--- src/rtl/rbc_pkg.sv ---
// Shared constants and types for the rank-by-comparison-count unit.
// No dependencies; imported by every module of the block.
package rbc_pkg;

  localparam int unsigned MaxElements = 64;
  localparam int unsigned CntW        = $clog2(MaxElements + 1);
  localparam int unsigned IdxW        = $clog2(MaxElements);
  localparam int unsigned ValueW      = 32;
  localparam int unsigned RankW       = 6;
  localparam int unsigned PosW        = 6;
  localparam int unsigned GrpSize     = 8;
  localparam int unsigned NumGrp      = (MaxElements + GrpSize - 1) / GrpSize;
  localparam int unsigned GrpW        = $clog2(GrpSize + 1);
  localparam int unsigned QDepth      = 2;
  localparam int unsigned QPtrW       = $clog2(QDepth);
  localparam int unsigned QFillW      = $clog2(QDepth + 1);

  typedef struct packed {
    logic signed [ValueW-1:0] value;
    logic                     last;
  } item_t;

  typedef struct packed {
    logic [CntW-1:0] count;
    logic            pipe_busy;
    logic            shift;
  } core_stat_t;

endpackage

--- src/rtl/rbc_front.sv ---
// Front end: input transaction acceptance and a short item queue.
// Depends on rbc_pkg.
module rbc_front import rbc_pkg::*; (
  input  logic  clk_i,
  input  logic  rst_ni,
  input  logic  in_valid_i,
  output logic  in_ready_o,
  input  item_t item_i,
  output logic  deq_valid_o,
  input  logic  deq_ready_i,
  output item_t item_o
);

  item_t             q_mem [QDepth];
  logic [QPtrW-1:0]  wr_ptr_q, wr_ptr_d;
  logic [QPtrW-1:0]  rd_ptr_q, rd_ptr_d;
  logic [QFillW-1:0] fill_q, fill_d;
  logic              enq, deq;

  assign in_ready_o  = (fill_q != QFillW'(QDepth));
  assign deq_valid_o = (fill_q != '0);
  assign item_o      = q_mem[rd_ptr_q];
  assign enq         = in_valid_i && in_ready_o;
  assign deq         = deq_valid_o && deq_ready_i;

  always_comb begin
    wr_ptr_d = wr_ptr_q;
    rd_ptr_d = rd_ptr_q;
    fill_d   = fill_q;
    if (enq) begin
      wr_ptr_d = (wr_ptr_q == QPtrW'(QDepth - 1)) ? '0 : wr_ptr_q + 1'b1;
    end
    if (deq) begin
      rd_ptr_d = (rd_ptr_q == QPtrW'(QDepth - 1)) ? '0 : rd_ptr_q + 1'b1;
    end
    if (enq && !deq) begin
      fill_d = fill_q + 1'b1;
    end else if (deq && !enq) begin
      fill_d = fill_q - 1'b1;
    end
  end

  always_ff @(posedge clk_i or negedge rst_ni) begin
    if (!rst_ni) begin
      wr_ptr_q <= '0;
      rd_ptr_q <= '0;
      fill_q   <= '0;
    end else begin
      wr_ptr_q <= wr_ptr_d;
      rd_ptr_q <= rd_ptr_d;
      fill_q   <= fill_d;
    end
  end

  always_ff @(posedge clk_i) begin
    if (enq) begin
      q_mem[wr_ptr_q] <= item_i;
    end
  end

endmodule

--- config.mk ---
export PLATFORM = sky130hd
export DESIGN_NAME = rbc_front
export DESIGN_NICKNAME = d
export VERILOG_FILES = /design/src/rtl/rbc_pkg.sv /design/src/rtl/rbc_front.sv
export SDC_FILE = /design/constraint.sdc
export NUM_CORES = 1
export LEC_CHECK = 0
export BUFFER_PORTS_ARGS = -buffer_cell sky130_fd_sc_hd__clkbuf_2
export CAP_MARGIN = 15
export CORE_MARGIN = 3
export CORE_UTILIZATION = 47
export DETAILED_ROUTE_END_ITERATION = 10
export MAX_ROUTING_LAYER = met4
export PLACE_DENSITY = 0.82
export SYNTH_ARGS = -nofsm -noshare
export SYNTH_HDL_FRONTEND = slang
export SYNTH_SLANG_ARGS = --single-unit
--- constraint.sdc ---
create_clock -name clk_i -period 2.4 [get_ports clk_i]
set_input_delay 0.48 -clock clk_i [delete_from_list [all_inputs] [get_ports clk_i]]
set_output_delay 0.48 -clock clk_i [all_outputs]
set_load 0.05 [all_outputs]
; ---- Word level (Yosys, flattened, before mapping)
; Memories as Yosys holds them, arrays and structs flattened.
; Cells that the tools add are included.
[totals]
inputBits = 37
mem_count = 1
register_bits = 4
ram_bits = 66
[classes]
n_mux = 6
n_eq_ne = 1
n_reduce_logical = 8
addsub = 4
[mem_list]
columns = memory, depth, word_bits, read_ports, rd_clocked_by_memory_dff, wr, line_no
row1 = q_mem, 2, 33, 1, 0, 1, rbc_front.sv:14  ; item_t q_mem [QDepth];
[ops]
columns = op, n
row1 = $logic_and 1x1->1, 4
row2 = $mux 1, 4
row3 = $mux 2, 2
row4 = $reduce_bool 2->1, 2
row5 = $add 1x1->1 const B, 2
row6 = $add 2x1->2 const B, 1
row7 = $logic_not 1->1, 2
row8 = $ne 2x2->1 const B, 1
row9 = $sub 2x1->2 const B, 1

; ---- Longest topological paths before layout
; Gate-level depths: netlist of run 1.
[depth]
ltp_word = 6
mapped_depth = 7

; ---- Worst setup path after synthesis of run 1
; Ideal clock, no wire load.
[synth_timing]
kind = reg2reg
start = register fill_q[0]
end = memory q_mem[0][0] (netlist bit) (enable)
n_path_buf = 0
stages_incl_launch_ff = 4
slack_ns = -0.489
synth_period_minus_slack_ns = 2.889
t_arrival_ns = 2.466
path_cell_list = dfrtp_1 > nand2b_1 > nand2_1 > nor2_1
[synth_via]
elab_chain_cells = 4
[synth_lines]
columns = element, line_no
row1 = "start, declared", rbc_front.sv:17  ; logic [QFillW-1:0] fill_q, fill_d;
row2 = "start signal, assigned", rbc_front.sv:51  ; fill_q <= fill_d;
row3 = $ne 2x2->1, rbc_front.sv:20  ; assign in_ready_o = (fill_q != QFillW'(QDepth));
row4 = named net in_ready_o, rbc_front.sv:7  ; output logic in_ready_o,
row5 = $logic_and 1x1->1, rbc_front.sv:23  ; assign enq = in_valid_i && in_ready_o;
row6 = $mux 1, rbc_front.sv:56  ; if (enq) begin
row7 = $mux 1 (implied by the code), rbc_front.sv:57  ; q_mem[wr_ptr_q] <= item_i;
row8 = "end, declared", rbc_front.sv:14
; The timed path passes the listed nets, and every way through them passes these cells.

==> results of run 1 <==
## logic make-up (layout without fill, tap and decap cells)
logic type	count (synthesis)	after routing	share of synthesized area [%]
multiplexers	33	33	17.6
buffers and inverters	5	91	2.75
flip-flops	70	70	76.3
AND/OR/NAND/NOR	7	7	1.24
XOR/XNOR	5	5	1.61
adder cells (fa/ha/maj)	1	1	0.459
## layer usage
metal | track usage [%] | up-vias
li1 | - | 631
met1 | 18.0 | 642
met2 | 24.2 | 53
met3 | 5.53 | 7
met4 | 6.98 | 0
met5 | - | -
## cell usage in the layout, fill, tap and decap left out
cell	Yosys	routed
sky130_fd_sc_hd__xor2_1	2	2
sky130_fd_sc_hd__clkbuf_8	0	9
sky130_fd_sc_hd__dlygate4sd3_1	0	1
sky130_fd_sc_hd__dfrtp_1	4	3
sky130_fd_sc_hd__clkinv_1	0	3
sky130_fd_sc_hd__nor2_4	0	1
sky130_fd_sc_hd__dfrtp_4	0	1
sky130_fd_sc_hd__buf_12	3	2
sky130_fd_sc_hd__ha_1	1	1
sky130_fd_sc_hd__inv_1	1	1
sky130_fd_sc_hd__buf_4	0	2
sky130_fd_sc_hd__clkbuf_2	0	71
sky130_fd_sc_hd__and3_2	0	1
sky130_fd_sc_hd__clkinv_2	0	1
sky130_fd_sc_hd__xnor2_1	3	3
sky130_fd_sc_hd__clkbuf_1	0	1
sky130_fd_sc_hd__mux2_4	29	29
sky130_fd_sc_hd__nor2_1	2	1
sky130_fd_sc_hd__or2_1	1	1
sky130_fd_sc_hd__edfxtp_1	66	66
sky130_fd_sc_hd__nand2_1	2	2
sky130_fd_sc_hd__nand2b_1	1	1
sky130_fd_sc_hd__mux2_2	4	4
## repair_timing
action,in CTS,in global routing
hold endpoints to repair,4,0
setup endpoints to repair,0,3
hold buffers,1,0
gates resized for setup,0,1
## worst paths after layout
kind | slack [ps] | start | endpoint
setup / recovery | 150 | rd_ptr_q$_DFFE_PN0P_ | item_o[13]
hold / removal | 340 | item_i[27] | q_mem[0][27]$_DFFE_PP_
setup reg to reg | 710 | fill_q[0]$_DFFE_PN0P_ | q_mem[1][6]$_DFFE_PP_
hold reg to reg | 500 | fill_q[1]$_DFFE_PN0P_ | fill_q[1]$_DFFE_PN0P_
max in group asynchronous | 1750 | rst_ni | rd_ptr_q$_DFFE_PN0P_
min in group asynchronous | 500 | rst_ni | fill_q[1]$_DFFE_PN0P_
## power breakdown
group          internal, mW  total [mW]  switching (mW)
registers              1.68        1.84           0.157
logic                 0.719        2.16            1.44
clock network         0.351       0.734           0.383
## layout make-up
type                    count  area [um^2]
clock inverters             4         16.3
repair buffers             76          420
flip-flops and latches     70         2090
multi-input cells          46          579
well taps                  72         90.1
inverters                   1         3.75
fillers                   427         2250
clock buffers              10          128
## metrics by stage
step / worst slack [ps] / instances / area [um^2] / hold WS, ps
after floorplan: 47.5 / 121 / 2730 / 184
after global placement: 443 / 264 / 3170 / 298
after detailed placement: 408 / 264 / 3170 / 302
after CTS: 41.2 / 279 / 3320 / 319
after global routing: 75.2 / 279 / 3320 / 316
final: 150 / 279 / 3320 / 338
## sequential cells by signal, summed over array words and instances (netlist names)
name	cells
fill_q	2
q_mem	66
rd_ptr_q	1
wr_ptr_q	1
==> results by group, run 1 <==
Run status
  – Run status: complete, no violations

Synthesis
  – Post-synthesis sequential element count: 70
  – Number of enable-type register cells in the synthesized netlist: 66
  – Synthesized cell area: about 2700 um^2
  – Fraction of synthesized cell area taken by the top area cell type: around 73%
  – List of most frequent post-synthesis cells: sky130_fd_sc_hd__edfxtp_1, sky130_fd_sc_hd__mux2_4, sky130_fd_sc_hd__dfrtp_1, sky130_fd_sc_hd__mux2_2
  – Syn_area_per_cell: ~23 um^2
  – Area leader, netlist: sky130_fd_sc_hd__edfxtp_1
  – Async set-reset flop share out of synthesis: under 10%
  – Leading post-synthesis cells by cell area: sky130_fd_sc_hd__edfxtp_1, sky130_fd_sc_hd__mux2_4, sky130_fd_sc_hd__dfrtp_1
  – Syn_nets: 159
  – Gate count after technology mapping: 121
  – Dominant cell by count in the synthesized netlist: sky130_fd_sc_hd__edfxtp_1
  – Top FF cell, synth: sky130_fd_sc_hd__edfxtp_1
  – Register area share after synthesis: 76.3%
  – Distinct cells, synth: 15
  – Yosys warns: 0

Floorplanning
  – Floorplan die height: roughly 80 um
  – Num ports: 72
  – Area of the die: ~6800 um^2
  – Die X-Extent: 82.2 um
  – Core Box Area: 5570 um^2
  – Std-Cell Rows: 27
  – Initial Util: just under 50%

Timing
  – Setup TNS Final: 0 ps
  – Hold Violations, Final: 0
  – Post-route minimum period: ~2200 ps
  – Pin slew with the least headroom to its limit: around 550 ps
  – Post-route clock period utilization: between 90% and 100%
  – Highest clock frequency the design can meet: roughly 440 MHz
  – Clock skew after layout: around 3.3 ps
  – Final count of negative-setup-slack endpoints: 0
  – Worst-case headroom to the max-slew limit: roughly 63%
  – Final max-slew violation count: 0
  – Unrepaired setup endpoints after global routing: no

Min path
  – Worst hold stages: 1
  – Worst min path class: in -> reg

Clock network
  – Clock-pin slew reported for the worst setup and hold paths after clock tree synthesis: about 70 ps
  – Clock root cell: sky130_fd_sc_hd__clkbuf_8
  – Worst skew pair latency: 330 ps
  – Number of levels in the clock H-tree: 3
  – # Post-CTS Setup Buffers: 0
  – Longest Clk Path Bufs: 2
  – Number of buffers inserted during clock tree synthesis: 9
  – Clock net sink count: 70
  – TritonCTS clock tree: built

Worst setup path
  – Critical Setup Path Class: reg -> out
  – Cell with the largest stage delay on the worst path: sky130_fd_sc_hd__dfrtp_4
  – Cell family contributing the most delay on the critical path: flip-flops
  – Data required time at the worst endpoint: 1920 ps
  – Cell-by-cell listing of the critical path: buf_12 -> mux2_2 -> clkbuf_2
  – Maximum fanout along the worst path: 21
  – Worst path bufs/invs: 2
  – Number of cells on the worst reg-to-reg path: 3
  – Stages on worst setup path: 3
  – Signal arrival time at the worst endpoint: 1770 ps
  – Longest individual stage delay on the worst path: roughly 600 ps
  – Element type at the critical path end: output port
  – Sort of element at the start of the critical path: register

Detailed routing
  – Vias per cell: approximately 4.8
  – Iteration-0 DRC count of the detailed router: 60
  – Average routed wire per standard cell: around 16 um
  – Number of remaining DRC errors: 0
  – Total routed wire length on the met1 layer: between 1500 and 2000 um
  – Top routing layer in use: met4
  – Sum of met3 wire segment lengths after detailed routing: ~340 um
  – Detailed-routing iteration count for the pre-antenna-repair pass: 4
  – Total routed wirelength: between 4000 and 5000 um
  – Via count: between 1k and 1.5k
  – Number of antenna-violating nets in the routed design: 0
  – Detail Route met2 WL: between 2000 and 2500 um

Flow run
  – Maximum Capacitance Violations: 0

Finish
  – Nets: about 240
  – Inserted Diodes: 0
  – Share of final-layout standard cells stronger than drive strength 1: between 50 and 60%
  – Final Core Density: 59.6%
  – Syn-to-layout area delta: 21.8%

Placement
  – Final GP Congestion: 0.710
  – Quantity of I/O buffers inserted on ports: roughly 70
  – Half-perimeter wire length after placement: about 3200 um

Power
  – PwrDens: 1420 nW/um^2
  – Peak supply drop: about 900 uV
  – Leak pwr: 1.36 nW
  – Total power after layout: 4.73 mW

Global route
  – Global route overflow: 0
  – Wire length of the first global-routing pass: approximately 7000 um
  – Number of global-route vias before repair: about 1.5k
  – Number of antenna violations at the first check in global routing: 0
  – Aggregate global-route resource usage: about 15%
  – Largest net degree at the start of global routing: 30
Note: power is estimated with default switching activity, not from simulation.
==> run 2, diff against run 1 <==
Settings changed: REMOVE_ABC_BUFFERS set to 1.
==> run 2 against run 1 <==
  * Utilization increased by 0.99 points
  * First-iteration DRC count decreased by 33%
  * Cell area increased by 1.7%
  * Worst hold slack got worse by 2.7 ps
  * Cell count increased by 0.72%
  * Clock skew increased by 4.7 ps
  * Register-to-register slack improved by 140 ps
  * Worst setup slack improved by 140 ps
  * Combinational power about the same
  * Non-clock buffer count unchanged
==> results by group, run 2 (synthesis gave the netlist of run 1 again) <==
Min path
  – Source of the worst hold timing path: item_i[13]
  – Worst min path class: in -> reg

Clock network
  – Clock net sink count: 70 (unchanged)
  – TritonCTS clock tree: built
  – Clock root cell: sky130_fd_sc_hd__clkbuf_8
  – Clock-pin slew reported for the worst setup and hold paths after clock tree synthesis: 80 ps (about the same)
  – Number of levels in the clock H-tree: 3 (unchanged)
  – Number of buffers inserted during clock tree synthesis: 9 (unchanged)
  – Longest Clk Path Bufs: 2 (unchanged)
  – Worst skew pair latency: 330 ps (about the same)
  – # Post-CTS Setup Buffers: 0 (unchanged)

Timing
  – Worst hold slack: 335 ps (-2.66 ps)
  – Setup TNS Final: 0 ps (unchanged)
  – Unrepaired setup endpoints after global routing: no
  – Final worst slack: 292 ps (+142 ps)
  – Highest clock frequency the design can meet: 474 MHz (+6.7%)
  – Post-route minimum period: 2110 ps (-142 ps)
  – Clock skew after layout: 7.96 ps (+4.70 ps)
  – Worst-case headroom to the max-slew limit: 71.0% (+7.6 points)
  – Final max-slew violation count: 0 (unchanged)
  – Post-route clock period utilization: 87.8% (-5.9 points)
  – Pin slew with the least headroom to its limit: 435 ps (-114 ps)
  – Final count of negative-setup-slack endpoints: 0 (unchanged)
  – Hold Violations, Final: 0 (unchanged)

Worst setup path
  – Beginning of the worst register-to-register path: fill_q[0]$_DFFE_PN0P_
  – Sort of element at the start of the critical path: register
  – Cell family contributing the most delay on the critical path: buffers and inverters
  – Critical Setup Path Class: reg -> out
  – Worst path bufs/invs: 2 (unchanged)
  – Maximum fanout along the worst path: 19 (-9.5%)
  – Element type at the critical path end: output port
  – Longest individual stage delay on the worst path: 380 ps (-220 ps)
  – Cell-by-cell listing of the critical path: buf_4 -> mux2_2 -> clkbuf_2
  – Data required time at the worst endpoint: 1920 ps (about the same)
  – CP startpoint: rd_ptr_q$_DFFE_PN0P_
  – Cell with the largest stage delay on the worst path: sky130_fd_sc_hd__mux2_2
  – Signal arrival time at the worst endpoint: 1630 ps (-140 ps)

Floorplanning
  – Die X-Extent: 82.2 um (unchanged)
  – Std-Cell Rows: 27 (unchanged)
  – Initial Util: 48.9% (unchanged)
  – Floorplan die height: 82.2 um (unchanged)
  – Core Box Area: 5570 um^2 (unchanged)
  – Num ports: 72 (unchanged)
  – Area of the die: 6750 um^2 (unchanged)

Placement
  – Half-perimeter wire length after placement: 2990 um (-7.9%)
  – Final GP Congestion: 0.631 (-11%)
  – Quantity of I/O buffers inserted on ports: 71 (unchanged)
  – Worst slack after detailed placement: 647 ps (+239 ps)

Global route
  – Wire length of the first global-routing pass: 6470 um (-8.7%)
  – Number of global-route vias before repair: 1,274 (-13%)
  – Aggregate global-route resource usage: 14.0% (-1.5 points)
  – Number of antenna violations at the first check in global routing: 0 (unchanged)
  – Global route overflow: 0 (unchanged)
  – Largest net degree at the start of global routing: 34 (+13%)

Flow run
  – Maximum Capacitance Violations: 0 (unchanged)

Run status
  – Run status: complete, no violations

Detailed routing
  – Number of remaining DRC errors: 0 (unchanged)
  – Average routed wire per standard cell: 15.6 um (-4.3%)
  – Vias per cell: 4.70 (-1.6%)
  – Total routed wirelength: 4380 um (-3.7%)
  – Via count: 1,321 (-0.90%)
  – Iteration-0 DRC count of the detailed router: 40 (-33%)
  – Number of antenna-violating nets in the routed design: 0 (unchanged)
  – Detailed-routing iteration count for the pre-antenna-repair pass: 4 (unchanged)

Finish
  – Syn-to-layout area delta: 23.9%
  – Nets: 242 (unchanged)
  – Biggest registers after layout: q_mem (66), fill_q (2)
  – Final Core Density: 60.6% (+0.99 points)
  – Flip-flop count of the largest register, all copies and words added: 66 (unchanged)
  – Share of final-layout standard cells stronger than drive strength 1: 60.3% (+1.8 points)
  – Most common library cell in the layout ignoring fill and taps: sky130_fd_sc_hd__clkbuf_2
  – Register name with the most flops: q_mem
  – Leading cell types in the layout, fill and taps excluded: sky130_fd_sc_hd__clkbuf_2, sky130_fd_sc_hd__edfxtp_1, sky130_fd_sc_hd__mux2_4, sky130_fd_sc_hd__clkbuf_8, sky130_fd_sc_hd__mux2_2
  – Inserted Diodes: 0 (unchanged)

Power
  – PwrDens: 1470 nW/um^2 (+3.0%)
  – Total power after layout: 4.95 mW (+4.7%)
  – Peak supply drop: 824 uV (-8.0%)
  – Leak pwr: 1.39 nW (+2.0%)
  – Fraction of power spent switching nets: 40.2% (-1.6 points)
  – Comb pwr share: 44.0% (-1.6 points)
  – Part of the total power dissipated in the clock network: 20.1% (+4.6 points)
  – Switching power summed over all nets: 1.99 mW (+0.55%)
  – Internal power: 2.96 mW (+7.6%)
  – Part of the power in registers: 35.8% (-3.1 points)
## run 2: power groups by stage
stage               Clock, mW  Combinational (mW)  Sequential [mW]
global placement            0                2.19             1.78
CTS                      1.02                2.21             1.78
finish                  0.997                2.18             1.77
detailed placement          0                2.20             1.80
floorplan                   0                1.67             1.88
global route             1.09                2.29             1.80
## run 2: what timing repair did
action	4_1_cts	5_1_grt
endpoints found under the hold margin	4	0
hold buffers	1	0
gates resized for setup	0	0
## run 2: cell type report
cell class              instances  area (um^2)
fillers                       413         2200
flip-flops and latches         70         2080
multi-input cells              46          579
repair buffers                 76          408
clock buffers                  10          128
well taps                      72         90.1
clock inverters                 6         86.3
inverters                       1         3.75
## run 2: final timing paths
path	to	slack (ps)	cells after the start
min	q_mem[0][13]$_DFFE_PP_	340	1
max	item_o[13]	290	3
min reg2reg	fill_q[1]$_DFFE_PN0P_	510	1
max in group asynchronous	rd_ptr_q$_DFFE_PN0P_	1750	2
min in group asynchronous	fill_q[1]$_DFFE_PN0P_	500	2
max reg2reg	q_mem[1][31]$_DFFE_PP_	850	3
## run 2: per-stage QoR
| step | instances | area (um^2) |
|---|---|---|
| 2_1_floorplan | 117 | 2660 |
| 3_3_place_gp | 264 | 3150 |
| 3_5_place_dp | 264 | 3150 |
| 4_1_cts | 281 | 3380 |
| 5_1_grt | 281 | 3380 |
| 6_report | 281 | 3380 |
## run 2: metal layers
metal / GRT usage [%] / up-vias / share of wire (%)
met5: - / - / 0
met4: 6.48 / 0 / 1.8
met3: 5.53 / 7 / 7.1
met2: 21.6 / 46 / 50
met1: 16.1 / 637 / 41
li1: - / 631 / -
